--- config.mk ---
export PLATFORM = sky130hd
export DESIGN_NAME = sync_length_crc_frame_receiver_top_flat
export DESIGN_NICKNAME = d
export VERILOG_FILES = /design/src/rtl/slcfr_pkg.sv /design/src/rtl/slcfr_stream_if.sv /design/src/rtl/slcfr_apb_regs.sv /design/src/rtl/slcfr_out_buf.sv /design/src/rtl/sync_length_crc_frame_receiver_top.sv /design/src/flat_wrapper.sv
export SDC_FILE = /design/constraint.sdc
export NUM_CORES = 1
export LEC_CHECK = 0
export BUFFER_PORTS_ARGS = -buffer_cell sky130_fd_sc_hd__buf_2
export CORE_ASPECT_RATIO = 1.75
export CORE_MARGIN = 1
export CORE_UTILIZATION = 58
export CTS_CLUSTER_SIZE = 10
export DETAILED_ROUTE_END_ITERATION = 8
export MAX_ROUTING_LAYER = met4
export PLACE_DENSITY = 0.81
export REMOVE_ABC_BUFFERS = 1
export SLEW_MARGIN = 20
export SYNTH_ARGS = -nofsm -noshare
export SYNTH_HDL_FRONTEND = slang
export SYNTH_SLANG_ARGS = --single-unit
--- constraint.sdc ---
create_clock -name clk -period 5.6 [get_ports clk]
set_clock_uncertainty 0.15 [all_clocks]
set_input_delay 1.12 -clock clk [delete_from_list [all_inputs] [get_ports clk]]
set_output_delay 1.12 -clock clk [all_outputs]
set_load 0.01 [all_outputs]
--- src/rtl/slcfr_pkg.sv ---
// Shared types, constants and the CRC-16 byte update for the frame receiver.
// No dependencies.
`default_nettype none

package slcfr_pkg;

    // Sync pair and frame limits
    localparam logic [7:0]  SYNC_FIRST      = 8'h55;
    localparam logic [7:0]  SYNC_SECOND     = 8'hAA;
    localparam logic [15:0] SMALLEST_FRAME  = 16'd6;
    localparam logic [15:0] MAX_FRAME_BYTES = 16'd1024;
    localparam logic [10:0] MIN_LEN_RESET   = 11'd16;
    localparam logic [10:0] MAX_LEN_RESET   = 11'd1024;
    localparam logic [15:0] CRC_INIT        = 16'hFFFF;
    localparam logic [15:0] CRC_POLY        = 16'hA001;

    // APB register map
    localparam int unsigned APB_ADDR_W  = 3;
    localparam logic        REG_MIN_LEN = 1'b0;
    localparam logic        REG_MAX_LEN = 1'b1;

    // Receiver phase, one-hot
    typedef enum logic [4:0] {
        PH_HUNT1  = 5'b00001,
        PH_HUNT2  = 5'b00010,
        PH_LEN_LO = 5'b00100,
        PH_LEN_HI = 5'b01000,
        PH_BODY   = 5'b10000
    } phase_t;

    typedef struct packed {
        logic [7:0] rx_byte;
    } in_item_t;

    typedef struct packed {
        logic [7:0]  frame_byte;
        logic [9:0]  byte_offset;
        logic [10:0] frame_length;
        logic        end_of_frame;
        logic        crc_good;
    } out_item_t;

    typedef struct packed {
        logic [10:0] min_len;
        logic [10:0] max_len;
    } cfg_t;

    // Modbus CRC-16, one byte, reflected
    function automatic logic [15:0] crc16_byte(input logic [15:0] crc_in,
                                               input logic [7:0]  data);
        logic [15:0] c;
        c = crc_in ^ {8'h00, data};
        for (int k = 0; k < 8; k++)
        begin
            c = c[0] ? ((c >> 1) ^ CRC_POLY) : (c >> 1);
        end
        return c;
    endfunction

    // CRC state after the sync pair
    localparam logic [15:0] CRC_AFTER_SYNC =
        crc16_byte(crc16_byte(CRC_INIT, SYNC_FIRST), SYNC_SECOND);

endpackage

`default_nettype wire

--- src/rtl/slcfr_stream_if.sv ---
// Valid/ready stream channel with a typed payload.
// Payload type is set per instance; no other dependencies.
`default_nettype none

interface slcfr_stream_if #(parameter type payload_t = logic [7:0]) ();
    logic     valid;
    logic     ready;
    payload_t payload;

    modport source (output valid, output payload, input ready);
    modport sink   (input valid, input payload, output ready);
endinterface

`default_nettype wire

--- src/rtl/slcfr_apb_regs.sv ---
// APB configuration registers: minimum and maximum frame length.
// Depends on slcfr_pkg.
`default_nettype none

module slcfr_apb_regs
    import slcfr_pkg::*;
(
    input  wire logic                  clk,
    input  wire logic                  rst_n,
    input  wire logic                  psel,
    input  wire logic                  penable,
    input  wire logic                  pwrite,
    input  wire logic [APB_ADDR_W-1:0] paddr,
    input  wire logic [31:0]           pwdata,
    output logic      [31:0]           prdata,
    output logic                       pready,
    output cfg_t                       cfg
);

    logic [10:0] min_len_reg;
    logic [10:0] max_len_reg;
    logic        wr_en;

    assign pready = 1'b1;
    assign wr_en  = psel && penable && pwrite;

    // Write the addressed register on the access phase
    always_ff @(posedge clk or negedge rst_n)
    begin
        if (!rst_n)
        begin
            min_len_reg <= MIN_LEN_RESET;
            max_len_reg <= MAX_LEN_RESET;
        end
        else if (wr_en)
        begin
            unique case (paddr[2])
                REG_MIN_LEN: min_len_reg <= pwdata[10:0];
                REG_MAX_LEN: max_len_reg <= pwdata[10:0];
                default:     ;
            endcase
        end
    end

    // Read back
    always_comb
    begin
        unique case (paddr[2])
            REG_MIN_LEN: prdata = {21'd0, min_len_reg};
            REG_MAX_LEN: prdata = {21'd0, max_len_reg};
            default:     prdata = 32'd0;
        endcase
    end

    assign cfg.min_len = min_len_reg;
    assign cfg.max_len = max_len_reg;

endmodule

`default_nettype wire

--- src/rtl/slcfr_out_buf.sv ---
// Two-entry output buffer (output register plus skid stage) for result items.
// Depends on slcfr_pkg.
`default_nettype none

module slcfr_out_buf
    import slcfr_pkg::*;
(
    input  wire logic      clk,
    input  wire logic      rst_n,
    input  wire logic      push,
    input  wire out_item_t push_data,
    output logic           can_accept,
    output logic           out_valid,
    input  wire logic      out_ready,
    output out_item_t      out_data
);

    logic      out_valid_reg;
    logic      skid_valid_reg;
    out_item_t out_data_reg;
    out_item_t skid_data_reg;
    logic      pop;

    assign pop        = out_valid_reg && out_ready;
    assign can_accept = !skid_valid_reg;
    assign out_valid  = out_valid_reg;
    assign out_data   = out_data_reg;

    // Valid flags
    always_ff @(posedge clk or negedge rst_n)
    begin
        if (!rst_n)
        begin
            out_valid_reg  <= 1'b0;
            skid_valid_reg <= 1'b0;
        end
        else if (skid_valid_reg)
        begin
            if (pop)
            begin
                skid_valid_reg <= 1'b0;
            end
        end
        else if (!out_valid_reg || pop)
        begin
            out_valid_reg <= push;
        end
        else if (push)
        begin
            skid_valid_reg <= 1'b1;
        end
    end

    // Payload: refill from skid, load new request, or park it in the skid
    always_ff @(posedge clk)
    begin
        if (skid_valid_reg)
        begin
            if (pop)
            begin
                out_data_reg <= skid_data_reg;
            end
        end
        else if (!out_valid_reg || pop)
        begin
            out_data_reg <= push_data;
        end
        else if (push)
        begin
            skid_data_reg <= push_data;
        end
    end

endmodule

`default_nettype wire

--- src/rtl/sync_length_crc_frame_receiver_top.sv ---
// Top level of the sync/length/CRC frame receiver.
// Depends on slcfr_pkg, slcfr_stream_if, slcfr_apb_regs and slcfr_out_buf.
//
//  channel | direction | payload                                         | handshake
//  rx      | in        | rx_byte                                         | valid/ready
//  frm     | out       | frame_byte, byte_offset, frame_length, eof, crc | valid/ready
//  apb     | in        | min/max frame length registers                  | psel/penable
//
// One received byte is taken per cycle while rx.ready is high; the phase, count
// and CRC registers update in the accepting cycle; body bytes go to frm via the buffer.
// The byte-wide CRC update is the deepest path between registers.
// A two-entry output buffer keeps rx ready while one result waits on frm;
// rx.ready drops only when both entries are full.
// rst_n clears the phase to sync hunting and the length registers to 16 and 1024.
`default_nettype none

module sync_length_crc_frame_receiver_top
    import slcfr_pkg::*;
(
    input  wire logic                  clk,
    input  wire logic                  rst_n,
    slcfr_stream_if.sink               rx,
    slcfr_stream_if.source             frm,
    input  wire logic                  psel,
    input  wire logic                  penable,
    input  wire logic                  pwrite,
    input  wire logic [APB_ADDR_W-1:0] paddr,
    input  wire logic [31:0]           pwdata,
    output logic      [31:0]           prdata,
    output logic                       pready
);

    cfg_t        cfg;
    phase_t      phase_reg,    phase_next;
    logic [7:0]  len_lo_reg,   len_lo_next;
    logic [10:0] exp_len_reg,  exp_len_next;
    logic [10:0] count_reg,    count_next;
    logic [15:0] crc_reg,      crc_next;
    logic [7:0]  crc_lo_reg,   crc_lo_next;

    in_item_t    in_item;
    logic [7:0]  b;
    logic        accept;
    logic        buf_ready;
    logic        res_valid;
    out_item_t   res;
    logic [15:0] len16;
    logic        len_bad;
    logic [11:0] off_p2;
    logic [11:0] len12;

    slcfr_apb_regs u_regs (
        .clk     (clk),
        .rst_n   (rst_n),
        .psel    (psel),
        .penable (penable),
        .pwrite  (pwrite),
        .paddr   (paddr),
        .pwdata  (pwdata),
        .prdata  (prdata),
        .pready  (pready),
        .cfg     (cfg)
    );

    assign in_item  = rx.payload;
    assign b        = in_item.rx_byte;
    assign rx.ready = buf_ready;
    assign accept   = rx.valid && buf_ready;

    assign len16   = {b, len_lo_reg};
    assign len_bad = (len16 < {5'd0, cfg.min_len}) || (len16 > {5'd0, cfg.max_len})
                  || (len16 < SMALLEST_FRAME) || (len16 > MAX_FRAME_BYTES);
    assign off_p2  = {1'b0, count_reg} + 12'd2;
    assign len12   = {1'b0, exp_len_reg};

    // Phase decode and per-byte work
    always_comb
    begin
        phase_next   = phase_reg;
        len_lo_next  = len_lo_reg;
        exp_len_next = exp_len_reg;
        count_next   = count_reg;
        crc_next     = crc_reg;
        crc_lo_next  = crc_lo_reg;
        res_valid    = 1'b0;
        res.frame_byte   = b;
        res.byte_offset  = count_reg[9:0];
        res.frame_length = exp_len_reg;
        res.end_of_frame = 1'b0;
        res.crc_good     = 1'b0;

        unique case (phase_reg)
            PH_HUNT1:
            begin
                if (b == SYNC_FIRST)
                begin
                    phase_next = PH_HUNT2;
                end
            end
            PH_HUNT2:
            begin
                if (b == SYNC_SECOND)
                begin
                    phase_next = PH_LEN_LO;
                end
                else if (b != SYNC_FIRST)
                begin
                    phase_next = PH_HUNT1;
                end
            end
            PH_LEN_LO:
            begin
                len_lo_next = b;
                crc_next    = crc16_byte(CRC_AFTER_SYNC, b);
                phase_next  = PH_LEN_HI;
            end
            PH_LEN_HI:
            begin
                if (len_bad)
                begin
                    // Drop the leading sync byte and rescan the held bytes
                    if (len_lo_reg == SYNC_FIRST && b == SYNC_SECOND)
                    begin
                        phase_next = PH_LEN_LO;
                    end
                    else if (b == SYNC_FIRST)
                    begin
                        phase_next = PH_HUNT2;
                    end
                    else
                    begin
                        phase_next = PH_HUNT1;
                    end
                end
                else
                begin
                    exp_len_next = len16[10:0];
                    crc_next     = crc16_byte(crc_reg, b);
                    count_next   = 11'd4;
                    phase_next   = PH_BODY;
                end
            end
            PH_BODY:
            begin
                res_valid = 1'b1;
                if (off_p2 < len12)
                begin
                    crc_next   = crc16_byte(crc_reg, b);
                    count_next = count_reg + 11'd1;
                end
                else if (off_p2 == len12)
                begin
                    crc_lo_next = b;
                    count_next  = count_reg + 11'd1;
                end
                else
                begin
                    // Last byte: compare received CRC, low byte first
                    res.end_of_frame = 1'b1;
                    res.crc_good     = ({b, crc_lo_reg} == crc_reg);
                    count_next       = 11'd0;
                    phase_next       = PH_HUNT1;
                end
            end
            default:
            begin
                phase_next = PH_HUNT1;
            end
        endcase
    end

    // Advance state on each accepted byte
    always_ff @(posedge clk or negedge rst_n)
    begin
        if (!rst_n)
        begin
            phase_reg   <= PH_HUNT1;
            len_lo_reg  <= 8'd0;
            exp_len_reg <= 11'd0;
            count_reg   <= 11'd0;
            crc_reg     <= CRC_INIT;
            crc_lo_reg  <= 8'd0;
        end
        else if (accept)
        begin
            phase_reg   <= phase_next;
            len_lo_reg  <= len_lo_next;
            exp_len_reg <= exp_len_next;
            count_reg   <= count_next;
            crc_reg     <= crc_next;
            crc_lo_reg  <= crc_lo_next;
        end
    end

    slcfr_out_buf u_out_buf (
        .clk        (clk),
        .rst_n      (rst_n),
        .push       (accept && res_valid),
        .push_data  (res),
        .can_accept (buf_ready),
        .out_valid  (frm.valid),
        .out_ready  (frm.ready),
        .out_data   (frm.payload)
    );

endmodule

`default_nettype wire

--- src/flat_wrapper.sv ---
// flat-port wrapper written by rule: the top's interface ports become plain ports
module sync_length_crc_frame_receiver_top_flat import slcfr_pkg::*;
  (clk, rst_n, psel, penable, pwrite, paddr, pwdata, prdata, pready, rx_valid, rx_payload, rx_ready, frm_valid, frm_payload, frm_ready);
  slcfr_stream_if #(.payload_t(in_item_t)) rx_i ();
  slcfr_stream_if #(.payload_t(out_item_t)) frm_i ();
  input  wire logic clk;
  input  wire logic rst_n;
  input  wire logic psel;
  input  wire logic penable;
  input  wire logic pwrite;
  input  wire logic [APB_ADDR_W-1:0] paddr;
  input  wire logic [31:0] pwdata;
  output logic      [31:0] prdata;
  output logic pready;
  input wire logic [$bits(rx_i.valid)-1:0] rx_valid;
  input wire logic [$bits(rx_i.payload)-1:0] rx_payload;
  output wire logic [$bits(rx_i.ready)-1:0] rx_ready;
  output wire logic [$bits(frm_i.valid)-1:0] frm_valid;
  output wire logic [$bits(frm_i.payload)-1:0] frm_payload;
  input wire logic [$bits(frm_i.ready)-1:0] frm_ready;
  assign rx_i.valid = rx_valid;
  assign rx_i.payload = rx_payload;
  assign rx_ready = rx_i.ready;
  assign frm_valid = frm_i.valid;
  assign frm_payload = frm_i.payload;
  assign frm_i.ready = frm_ready;
  sync_length_crc_frame_receiver_top u_core (.clk(clk), .rst_n(rst_n), .rx(rx_i), .frm(frm_i), .psel(psel), .penable(penable), .pwrite(pwrite), .paddr(paddr), .pwdata(pwdata), .prdata(prdata), .pready(pready));
endmodule
== After elaboration in Yosys (flattened, before gate mapping) ==
Cells that the tools add are included.

* Output and inout port bits: 66
* Logic and storage cells: 138
* Register bits after elaboration: 145
* Bits of input ports: 50

* Equal/unequal tests: 18
* Order comparisons: 5
* Muxes and demuxes: 44
* Bitwise logic cells: 23
* Add/sub/neg operators: 2
* Reduce and logical (&&, ||, !) cells: 26

{| class="wikitable"
|+ Operators by type and width
! cell !! number
|-
| two-way mux 16 bit || 18
|-
| two-way mux 31 bit || 3
|-
| one-hot mux 32 bit (2 select lines) || 1
|-
| one-hot mux 16 bit (3 select lines) || 1
|-
| NOT 2 -> 3 bit || 15
|-
| two-way mux 11 bit || 3
|-
| two-way mux 5 bit || 6
|-
| one-hot mux 5 bit (5 select lines) || 1
|-
| one-hot mux 11 bit (2 select lines) || 1
|-
| equality test 16 bit || 1
|-
| equality test 8 x 7 -> 1 bit, second input constant || 2
|-
| > comparator 16 x 11 -> 1 bit || 1
|-
| > comparator 16 x 11 -> 1 bit, second input constant || 1
|-
| < comparator 16 x 11 -> 1 bit || 1
|-
| < comparator 16 x 3 -> 1 bit, second input constant || 1
|-
| bitwise XOR 16 x 8 -> 16 bit || 1
|-
| adder 11 x 2 -> 12 bit, second input constant || 1
|-
| equality test 12 x 11 -> 1 bit || 1
|-
| < comparator 12 x 11 -> 1 bit || 1
|-
| NOT 6 -> 12 bit || 1
|-
| adder 11 x 1 -> 11 bit, second input constant || 1
|-
| AND reduction 2 bit || 5
|-
| AND reduction 3 bit || 3
|-
| equality test 8 bit, second input constant || 1
|-
| other kinds (21) || 47
|}

== Depth between registers and ports, before layout ==
Gate-level depths: netlist of run 1.

* Word-level depth: 19
* Mapped depth: 14
* Mapped depth without buffers: 14

== By module ==
From an unflattened synthesis of run 1, not the netlist that was laid out.

* Cells, all modules: 692
* Area, all modules: 8325.5 µm²

{| class="wikitable"
|+ By module, submodules not included
! module !! cells an instance !! sequential area each (µm²) !! times used !! area an instance (µm²)
|-
| sync_length_crc_frame_receiver_top || 501 || 1497.7 || 1 || 4614.4
|-
| slcfr_out_buf || 107 || 1911.8 || 1 || 2474.9
|-
| slcfr_apb_regs || 84 || 553.0 || 1 || 1236.2
|}

== Least setup slack after synthesis of run 1 ==
No wires, ideal clock.

* Path type: input-to-reg
* Start: input port rx_valid
* End: register u_core.u_out_buf.skid_data_reg[0] (netlist bit) (enable)
* Data arrival time: 4.050 ns
* Required time: 4.985 ns
* Setup time: 0.465 ns
* Path buffers: 1
* Stages on the path: 4
* Setup slack: 0.935 ns
* Path through: nor2b_1 -> nand2_1 -> clkbuf_1 -> nor3b_1

* Longest elaborated chain between the ends: 3

{| class="wikitable"
|+ Ends and longest elaborated chain
! item !! RTL line !! text
|-
| start, declared || flat_wrapper.sv:15 || <nowiki>input wire logic [$bits(rx_i.valid)-1:0] rx_valid;</nowiki>
|-
| logical AND 1 bit || sync_length_crc_frame_receiver_top.sv:68 || <nowiki>assign accept = rx.valid && buf_ready;</nowiki>
|-
| logical AND 1 bit || sync_length_crc_frame_receiver_top.sv:198 || <nowiki>.push (accept && res_valid),</nowiki>
|-
| AND reduction 3 bit (no line) || -- ||
|-
| end signal, assigned || slcfr_out_buf.sv:70 || <nowiki>skid_data_reg <= push_data;</nowiki>
|-
| end, declared || slcfr_out_buf.sv:21 || <nowiki>out_item_t skid_data_reg;</nowiki>
|}

No other way between the ends.
A chain may end at the register's enable or synchronous reset.

== Worst setup path in the final report of run 1 ==
* Start: register u_core.count_reg[2]
* End: register u_core.count_reg[0]

* Longest elaborated chain between the ends: 5
* Elaborated cells on any way between the ends: 6
* Classes of those cells: add/sub: 1; order compare: 1; eq/ne: 1; mux: 3

{| class="wikitable"
|+ Ends and longest elaborated chain
! item !! RTL line !! text
|-
| start, declared || sync_length_crc_frame_receiver_top.sv:37 || <nowiki>logic [10:0] count_reg, count_next;</nowiki>
|-
| start signal, assigned || sync_length_crc_frame_receiver_top.sv:189 || <nowiki>count_reg <= count_next;</nowiki>
|-
| adder 11 x 2 -> 12 bit (*) || sync_length_crc_frame_receiver_top.sv:73 || <nowiki>assign off_p2 = {1'b0, count_reg} + 12'd2;</nowiki>
|-
| parallel branches: the longest is 2 deep, another holds < comparator 12 x 11 -> 1 bit || -- ||
|-
| two-way mux 11 bit (*) || sync_length_crc_frame_receiver_top.sv:146 || <nowiki>if (off_p2 < len12)</nowiki>
|-
| one-hot mux 11 bit (2 select lines) (*) || sync_length_crc_frame_receiver_top.sv:92 || <nowiki>unique case (phase_reg)</nowiki>
|}

Mark *: on every way between the ends.

==> results by group, run 1 <==
Outcome
  • Run status: complete, no violations

STA
  • Final period util: 0.763
  • Final Hold Viols: 0
  • Min cycle time layout: 4.27 ns
  • RSZ-0062 raised after global routing: false
  • Setup_tns: 0 ns
  • FMAX: 234 MHz
  • Final setup violation count: 0
  • Worst Max-Slew Pin Slew: 1.02 ns
  • Slew Limit Fails: 0
  • Relative max-transition margin: 0.323

Logic synthesis
  • Sequential share of the synthesized area: 0.500
  • Number of distinct library cells after synthesis: between 60 and 70
  • Post-synth ARST share: 0.572
  • Syn avg cell area: about 11 sq um
  • Synth Area in Simple Gates: 0.107
  • Post-synthesis adder-cell area fraction: 0.0774
  • Yosys reg bits: 145
  • Syn Inst Count: 712
  • Mux share of post-synthesis cell area: 0.0940
  • Largest family of logic cells by synthesized area: simple AND/OR/NAND/NOR gates
  • Synth Area in XOR/XNOR: 0.0703
  • YS warnings: 0
  • Complex-gate fraction of the synthesized area: 0.0908
  • Post-synth EDFFs: 62
  • Post-synthesis cell area: 7920 sq um
  • Top FF cell, synth: dfrtp_1

Power and ir drop
  • P per Cell Area: 297 nW/um^2
  • Leak pwr: 4.17 nW
  • Combinational share of power: 0.124
  • Clock Power Share: 0.423
  • Sequential power share: 0.453
  • Max IR drop VDD: 213 uV
  • Sw Ratio: 0.268
  • Total power: about 2.6 mW
  • Psw: 709 uW
  • Pint: 1.94 mW

Global route
  • Initial antenna violation count: 0
  • Gr ovfl total: 0
  • Vias in the first global route: 5658
  • First-pass GRT wire length: 26800 microns
  • Largest net degree at the start of global routing: 59
  • Gr usage total: 0.253

Finish
  • Share of layout cells above drive strength 1: 0.250
  • ANT cells: 0
  • Util after Layout: 0.666
  • Area growth from synthesis to layout: 12.5%
  • Nets: 875
  • Most frequent cells in the layout: nand2_1, buf_2, dfrtp_1, edfxtp_1, mux2_2
  • Commonest non-fill, non-tap cell in the layout: nand2_1

Hold path
  • Worst hold start: u_core.exp_len_reg[8]
  • WHS Path Cells: 0
  • Hold Crit Class: flip-flop to flip-flop
  • Hold path endpoint: u_core.u_out_buf.skid_data_reg[10]

Worst setup path
  • Worst r2r path cells: 13
  • Crit end category: flip-flop
  • Crit-path max FO: 12
  • Worst R2R Start: u_core.count_reg[2]
  • R2r endpoint: u_core.count_reg[0]
  • Crit path required time: between 5 and 6 ns
  • R2r setup slk: 1.33 ns
  • Critical path type: flip-flop to flip-flop
  • Crit path launch type: flip-flop
  • CP arrival: approximately 4.5 ns

Route
  • Total wire length: 16700 microns
  • Avg Vias per Cell: around 5.7
  • Post-detailed-route wirelength per cell: 17.4 microns
  • DRT iter0 DRCs: between 300 and 400
  • Post-route ant nets: 0
  • Vias: approximately 5500
  • Post-route DRC: 0
  • Drt first pass iters: 5

Clock network
  • Clock Tree Root: clkbuf_16
  • Total CTS buffers: 17
  • H-tree levels: 4
  • Sink Count: 145
  • Clk Latency, worst-skew pair: approximately 0.43 ns
  • Setup Buffers After CTS: 0
  • TritonCTS clock tree: done
  • CTS hold repair buffers: 0
  • Clock Tree Buf Depth: 2
  • Post-CTS Resized: 0
  • CTS clk-pin slew, worst paths: 0.07 ns

Floorplan
  • Die width: roughly 90 microns
  • # rows: 56
  • IO Pins: 116
  • Area of the core: 13400 sq um
  • Die Ht: 157 microns
  • DIE AREA: 14200 sq um
  • Initial Utilization: 0.592

Placement
  • GPL Wtd Cong: 0.941
  • Hpwl dp: 12000 microns
  • Port Buffers: 70

Job
  • MaxCap Viol Count: 0
==> synthesized netlist by cell type, drive strengths merged, types with 3 or more instances <==
| cell type | count | area [sq um] |
|---|---|---|
| and2 | 5 | 31.3 |
| mux2i | 5 | 50.1 |
| nand2 | 78 | 293 |
| dfrtp | 64 | 1600 |
| a32oi | 3 | 26.3 |
| nor2 | 34 | 128 |
| nor4 | 6 | 37.5 |
| and4 | 3 | 26.3 |
| ha | 49 | 613 |
| dfstp | 19 | 499 |
| xnor3 | 4 | 92.6 |
| a21o | 4 | 30.0 |
| nand2b | 5 | 31.3 |
| buf | 30 | 213 |
| a22o | 8 | 70.1 |
| xnor2 | 27 | 236 |
| a21bo | 3 | 30.0 |
| nor2b | 3 | 18.8 |
| and3 | 5 | 31.3 |
| nor3 | 5 | 25.0 |
| a21oi | 18 | 90.1 |
| clkbuf | 19 | 71.3 |
| or3 | 3 | 18.8 |
| a211o | 3 | 26.3 |
| inv | 51 | 191 |
| xor2 | 26 | 228 |
| o21ai | 57 | 285 |
| nand4 | 8 | 50.1 |
| mux2 | 61 | 694 |
| edfxtp | 62 | 1860 |
| nand3 | 11 | 55.1 |
==> cell type report <==
class | instances | area, sq um
inverters | 51 | 191
flip-flops and latches | 145 | 3960
clock buffers | 17 | 425
multi-input cells | 487 | 3570
well taps | 174 | 218
repair buffers | 74 | 383
clock inverters | 15 | 161
fillers | 1023 | 4470
==> worst max path at each step <==
stage                     cells past startpoint                                 to  slack, ns                start
after floorplan                               3  u_core.u_out_buf.skid_data_reg[0]       0.99             rx_valid
after global placement                       10               u_core.count_reg[10]       1.17        rx_payload[3]
after detailed placement                     10                u_core.count_reg[0]       1.12        rx_payload[3]
after CTS                                    13                u_core.count_reg[0]       1.39  u_core.count_reg[2]
after global routing                         13                u_core.count_reg[0]       1.17  u_core.count_reg[2]
final                                        13                u_core.count_reg[0]       1.33  u_core.count_reg[2]
==> power groups by stage <==
stage                     logic (mW)  registers (mW)  clock network [mW]
after floorplan                0.221            1.21                   0
after global placement         0.308            1.22                   0
after detailed placement       0.322            1.22                   0
after CTS                      0.328            1.20                1.14
after global routing           0.365            1.21                1.18
final                          0.328            1.20                1.12
==> stage by stage <==
stage / setup slack [ns] / area, sq um / hold slack, ns / cells
floorplan: 0.991 / 7710 / 0.291 / 683
global placement: 1.17 / 8320 / 0.303 / 931
detailed placement: 1.12 / 8320 / 0.308 / 931
CTS: 1.39 / 8910 / 0.323 / 963
global route: 1.17 / 8910 / 0.338 / 963
finish: 1.33 / 8910 / 0.322 / 963
==> critical path: stages (launching register included) <==
cell      delay (ns)
dfrtp_1         0.50
ha_1            0.28
nand2_1         0.09
nor2_1          0.32
nand2_1         0.12
xnor2_1         0.14
ha_1            0.31
nand3_1         0.16
or3_1           0.20
a21oi_1         0.07
nor4b_1         0.61
o21a_1          0.53
a21boi_2        0.49
mux2_2          0.24
==> per-layer routing <==
layer | part of all wire | vias up | track usage
met5 | 0 | - | -
met1 | 0.37 | 2624 | 0.248
li1 | - | 2578 | -
met4 | 0.057 | 0 | 0.183
met2 | 0.54 | 194 | 0.452
met3 | 0.034 | 68 | 0.0394
==> cells by family after synthesis <==
family          Yosys count
xor+xnor                 57
simple gates            178
fa+ha+maj                49
buf+inv                 100
other cells               2
flops                   145
mux                      66
compound gates          115
Power figures use the tool's default switching activity.
==> run 2: changes to the inputs <==
==> constraint.sdc (replaced) <==
create_clock -name clk -period 4.2 [get_ports clk]
set_clock_uncertainty 0.15 [all_clocks]
set_input_delay 0.84 -clock clk [delete_from_list [all_inputs] [get_ports clk]]
set_output_delay 0.84 -clock clk [all_outputs]
set_load 0.01 [all_outputs]
==> run 2 against run 1 <==
Net effect: first-iteration DRC count fell by 19%; hold slack got worse by 0.013 ns; via count rose by 0.81%; maximum frequency rose by 15%; highest routed layer unchanged.
==> results by group, run 2 (synthesized netlist as in run 1, its figures left out) <==
Finish
  • Most frequent cells in the layout: nand2_1, buf_2, dfrtp_1, edfxtp_1, mux2_2
  • Design area: 9040 sq um
  • Commonest non-fill, non-tap cell in the layout: nand2_1
  • FILL cells: 1013
  • Share of layout cells above drive strength 1: 0.264
  • Nets: 890
  • Fin cells: 978
  • ANT cells: 0
  • Area growth from synthesis to layout: 14.1%

Clock network
  • Clk Latency, worst-skew pair: around 0.42 ns
  • Setup Buffers After CTS: 0
  • H-tree levels: 4
  • Clock Tree Buf Depth: 2
  • Clock Tree Root: clkbuf_16
  • TritonCTS clock tree: done
  • Sink Count: 145
  • Post-CTS Resized: 0
  • CTS hold repair buffers: 0
  • CTS clk-pin slew, worst paths: roughly 0.07 ns
  • Total CTS buffers: 17

Hold path
  • Hold Crit Class: primary input to async pin

Route
  • Avg Vias per Cell: 5.63
  • Total wire length: 16800 microns
  • Post-route DRC: 0
  • Post-detailed-route wirelength per cell: 17.2 microns
  • Vias: 5508
  • DRT iter0 DRCs: 254
  • Drt first pass iters: 5
  • Post-route ant nets: 0

Power and ir drop
  • Psw: 964 uW
  • Pint: 2.54 mW
  • Clock Power Share: 0.418
  • Sequential power share: 0.455
  • Sw Ratio: 0.275
  • Combinational share of power: 0.126
  • P per Cell Area: 388 nW/um^2
  • Leak pwr: ~4.2 nW
  • Max IR drop VDD: roughly 320 uV

STA
  • Min cycle time layout: 3.73 ns
  • Final Hold Viols: 0
  • Relative max-transition margin: 0.517
  • RSZ-0062 raised after global routing: false
  • FMAX: 268 MHz
  • Worst Max-Slew Pin Slew: 0.715 ns
  • Final period util: 0.889
  • Setup_tns: 0 ns
  • Slew Limit Fails: 0
  • Final setup violation count: 0

Worst setup path
  • CP arrival: 3.89 ns
  • Critical path type: flip-flop to flip-flop
  • Crit path launch type: flip-flop
  • Crit end category: flip-flop
  • Crit-path max FO: 9
  • Crit path required time: between 4 and 5 ns

Global route
  • Initial antenna violation count: 0
  • First-pass GRT wire length: 27300 microns
  • Gr ovfl total: 0
  • Vias in the first global route: about 5600
  • Largest net degree at the start of global routing: 58
  • Gr usage total: 0.260

Floorplan
  • Initial Utilization: 0.592
  • Die Ht: 157 microns
  • Die width: 90.4 microns
  • Area of the core: 13400 sq um
  • # rows: 56
  • IO Pins: ~120
  • DIE AREA: between 10000 and 15000 sq um

Placement
  • GPL Wtd Cong: 0.952
  • Hpwl dp: 12200 microns
  • Port Buffers: 70
  • Placed cell count: 946
  • Placed Area: 8450 sq um

Outcome
  • Run status: complete, no violations

Job
  • MaxCap Viol Count: 0
run 2: changes by cell type in the layout (fill, tap and decap cells not counted):
cell | before | now
bufinv_16 | 1 | 0
inv_6 | 4 | 3
buf_12 | 0 | 1
clkinv_8 | 0 | 4
buf_4 | 5 | 19
clkinv_4 | 2 | 1
inv_8 | 5 | 4
run 2: final cells by class:
type,count,area (sq um),share of cell area
multi-input cells,487,3570,0.395
inverters,51,191,0.0212
clock inverters,15,168,0.0185
well taps,174,218,0.0241
clock buffers,17,425,0.0470
flip-flops and latches,145,3960,0.438
repair buffers,89,508,0.0562
run 2: critical path, stage by stage, from the launching register on:
cell and delay, ns:
dfrtp_1 0.49, nand4_1 0.25, nor2_1 0.37, nand2_1 0.12
xnor2_1 0.14, ha_1 0.31, nand3_1 0.11, or3_1 0.40
a21oi_1 0.13, nor4b_1 0.11, or3_1 0.47, inv_1 0.16
o21ai_0 0.10, a211o_1 0.31
run 2: routing by layer:
layer,up-vias,wire length [microns],global-route usage
li1,2619,-,-
met5,-,0,-
met4,0,792,0.156
met1,2657,6220,0.262
met2,168,9290,0.469
met3,64,528,0.0452
run 2: stage by stage:
step / power [mW] / setup WS (ns) / utilization / hold slack (ns)
after floorplan: 1.91 / -0.238 / - / 0.291
after global placement: 2.04 / 0.494 / 0.631 / 0.303
after detailed placement: 2.06 / 0.445 / 0.631 / 0.309
after CTS: 3.53 / 0.457 / 0.676 / 0.322
after global routing: 3.66 / 0.201 / 0.676 / 0.339
final: 3.51 / 0.468 / 0.676 / 0.309
run 2: worst paths after layout:
kind                                             from                                 to  slack, ns  depth (start not counted)
worst min-delay path                            rst_n         u_core.u_out_buf.out_valid       0.31                          1
worst max-delay path              u_core.count_reg[5]                u_core.count_reg[2]       0.47                         13
max in group asynchronous                       rst_n       u_core.u_regs.min_len_reg[4]       2.78                          2
min in group clk                u_core.exp_len_reg[7]  u_core.u_out_buf.skid_data_reg[9]       0.32                          0
worst max register to register    u_core.count_reg[5]                u_core.count_reg[2]       0.47                         13
worst min register to register  u_core.exp_len_reg[7]  u_core.u_out_buf.skid_data_reg[9]       0.32                          0
run 2: power by group through the flow:
stage,logic [mW],clock network [mW],registers (mW)
2_1_floorplan,0.294,0,1.61
3_3_place_gp,0.415,0,1.62
3_5_place_dp,0.440,0,1.63
4_1_cts,0.446,1.49,1.60
5_1_grt,0.497,1.55,1.61
6_report,0.443,1.47,1.60
==> run 3: changes to the inputs <==
--- a/config.mk
+++ b/config.mk
@@ -6,13 +6,16 @@
 export NUM_CORES = 1
 export LEC_CHECK = 0
 export BUFFER_PORTS_ARGS = -buffer_cell sky130_fd_sc_hd__buf_2
+export CELL_PAD_IN_SITES_DETAIL_PLACEMENT = 0
+export CELL_PAD_IN_SITES_GLOBAL_PLACEMENT = 1
 export CORE_ASPECT_RATIO = 1.75
 export CORE_MARGIN = 1
-export CORE_UTILIZATION = 58
+export CORE_UTILIZATION = 47
+export CTS_BUF_LIST = sky130_fd_sc_hd__clkbuf_8
 export CTS_CLUSTER_SIZE = 10
 export DETAILED_ROUTE_END_ITERATION = 8
 export MAX_ROUTING_LAYER = met4
-export PLACE_DENSITY = 0.81
+export PLACE_DENSITY = 0.85
 export REMOVE_ABC_BUFFERS = 1
 export SLEW_MARGIN = 20
 export SYNTH_ARGS = -nofsm -noshare
==> run 3 against run 2 <==
Net effect: routed wire length is 2.2% higher; non-clock buffer count is 6 higher; clock power is 31% lower; via count is 1.0% lower; hold slack worse by 0.0047 ns; global-route usage is 4.2 points lower; combinational power hardly changed; worst setup slack worse by 0.096 ns; total power is 13% lower; flip-flop and latch count stayed put; cell area is 1.4% lower; highest routed layer unchanged.
==> results by group, run 3 (synthesized netlist as in run 1, its figures left out) <==
Outcome
  • Run status: complete, no violations

Power and ir drop
  • Leak pwr: 4.19 nW
  • P per Cell Area: around 340 nW/um^2
  • Max IR drop VDD: 194 uV
  • Combinational share of power: 0.144
  • Pint: 2.23 mW
  • Sequential power share: 0.523
  • Psw: 829 uW
  • Sw Ratio: 0.271
  • Clock Power Share: 0.333

STA
  • Final setup violation count: 0
  • Final Hold Viols: 0
  • FMAX: 261 MHz
  • Min cycle time layout: 3.83 ns
  • RSZ-0062 raised after global routing: false
  • Slew Limit Fails: 0
  • Relative max-transition margin: 0.342
  • Worst Max-Slew Pin Slew: 0.987 ns
  • Final period util: 0.911

Floorplan
  • Initial Utilization: 0.482
  • # rows: 62
  • IO Pins: 116
  • Die Ht: roughly 170 microns
  • Die width: 100 microns
  • Area of the core: 16400 sq um
  • DIE AREA: about 17000 sq um

Route
  • DRT iter0 DRCs: 182
  • Post-detailed-route wirelength per cell: approximately 17 microns
  • Total wire length: 17200 microns
  • Post-route DRC: 0
  • Avg Vias per Cell: 5.27
  • Post-route ant nets: 0
  • Vias: 5451
  • Drt first pass iters: 5

Clock network
  • Setup Buffers After CTS: 0
  • Clk Latency, worst-skew pair: ~0.46 ns
  • CTS hold repair buffers: 0
  • CTS clk-pin slew, worst paths: 0.08 ns
  • Sink Count: 145
  • Clock Tree Buf Depth: 2
  • H-tree levels: 4
  • Total CTS buffers: 17
  • Post-CTS Resized: 0
  • Clock Tree Root: clkbuf_8
  • TritonCTS clock tree: done

Global route
  • First-pass GRT wire length: 28200 microns
  • Vias in the first global route: about 5800
  • M1 GR Usage: 0.212
  • Gr usage total: 0.219
  • Largest net degree at the start of global routing: 75
  • Initial antenna violation count: 0
  • Gr ovfl total: 0
  • Global Route met2 Usage: 0.394
  • Grt peak-use layer: met2
  • GRT met3 Usage: 0.0411

Finish
  • Commonest non-fill, non-tap cell in the layout: nand2_1
  • ANT cells: 0
  • Share of layout cells above drive strength 1: 0.267
  • Nets: 896
  • Most frequent cells in the layout: nand2_1, buf_2, dfrtp_1, edfxtp_1, mux2_2
  • Fin cells: 1034
  • Util after Layout: 0.542
  • Design area: 8920 sq um
  • Area growth from synthesis to layout: 12.6%

Placement
  • Port Buffers: 70
  • Hpwl dp: 12800 microns
  • Placed Area: 8560 sq um
  • Placed cell count: 1002
  • GPL Wtd Cong: between 0.9 and 1

Worst setup path
  • Crit-path max FO: 9
  • Crit path required time: 4.40 ns
  • Critical path's slowest cell: dfrtp_1
  • CP max stage delay: 0.50 ns
  • Critical path type: flip-flop to flip-flop
  • Worst path bufs/invs: 2
  • Family with the most delay on the worst path: simple AND/OR/NAND/NOR gates
  • Crit path launch type: flip-flop
  • CP arrival: 4.03 ns
  • Crit end category: flip-flop
  • Crit-path cells: nand4_1 > nor2_1 > nand3_1 > xnor2_1 > ha_1 > nand3_1 > or3_1 > a21oi_1 > nor4b_1 > buf_4 > or3_1 > inv_1 > o21ai_0 > a211o_1

Hold path
  • Hold Crit Class: flip-flop to flip-flop

Job
  • MaxCap Viol Count: 0
==> run 3: power by group through the flow <==
stage          combinational (mW)  sequential (mW)  clock [mW]
2_1_floorplan               0.294             1.61           0
3_3_place_gp                0.418             1.62           0
3_5_place_dp                0.438             1.62           0
4_1_cts                     0.443             1.60        1.05
5_1_grt                     0.494             1.61        1.10
6_report                    0.440             1.60        1.02
==> run 3: worst reg2reg max path: cells and delay by family (launching register included) <==
kind,cells,cell delay (ns)
flops,1,0.50
compound gates,3,0.55
xor+xnor,1,0.15
buf+inv,2,0.29
fa+ha+maj,1,0.30
simple gates,7,1.79
==> run 3: metrics by stage <==
step / power (mW) / hold WS [ns] / setup TNS [ns] / worst slack, ns
after floorplan: 1.91 / 0.291 / -7.39 / -0.238
after global placement: 2.04 / 0.301 / 0 / 0.448
after detailed placement: 2.06 / 0.306 / 0 / 0.410
after CTS: 3.09 / 0.308 / 0 / 0.391
after global routing: 3.20 / 0.337 / 0 / 0.167
final: 3.06 / 0.304 / 0 / 0.372
==> run 3: final timing paths <==
| check | from | end | slack [ns] | cells after the start |
|---|---|---|---|---|
| min in group asynchronous | rst_n | u_core.u_out_buf.skid_valid_reg | 0.39 | 1 |
| max in group asynchronous | rst_n | u_core.u_regs.min_len_reg[4] | 2.70 | 2 |
| setup reg to reg | u_core.count_reg[5] | u_core.count_reg[2] | 0.37 | 14 |
| hold / removal | u_core.exp_len_reg[3] | u_core.u_out_buf.skid_data_reg[5] | 0.30 | 0 |
| hold reg to reg | u_core.exp_len_reg[3] | u_core.u_out_buf.skid_data_reg[5] | 0.30 | 0 |
| setup / recovery | u_core.count_reg[5] | u_core.count_reg[2] | 0.37 | 14 |
==> run 3: final cells by class <==
type,count,area [sq um]
Fill cell,1472,7530
Sequential cell,145,3960
Multi-Input combinational cell,487,3570
Timing Repair Buffer,95,553
Tap cell,224,280
Clock buffer,18,248
Inverter,51,191
Clock inverter,14,114
==> run 3: metal layers <==
layer	routed length (microns)	up-vias
met3	527	49
met1	6220	2646
met5	0	-
met4	839	0
met2	9620	145
li1	-	2611
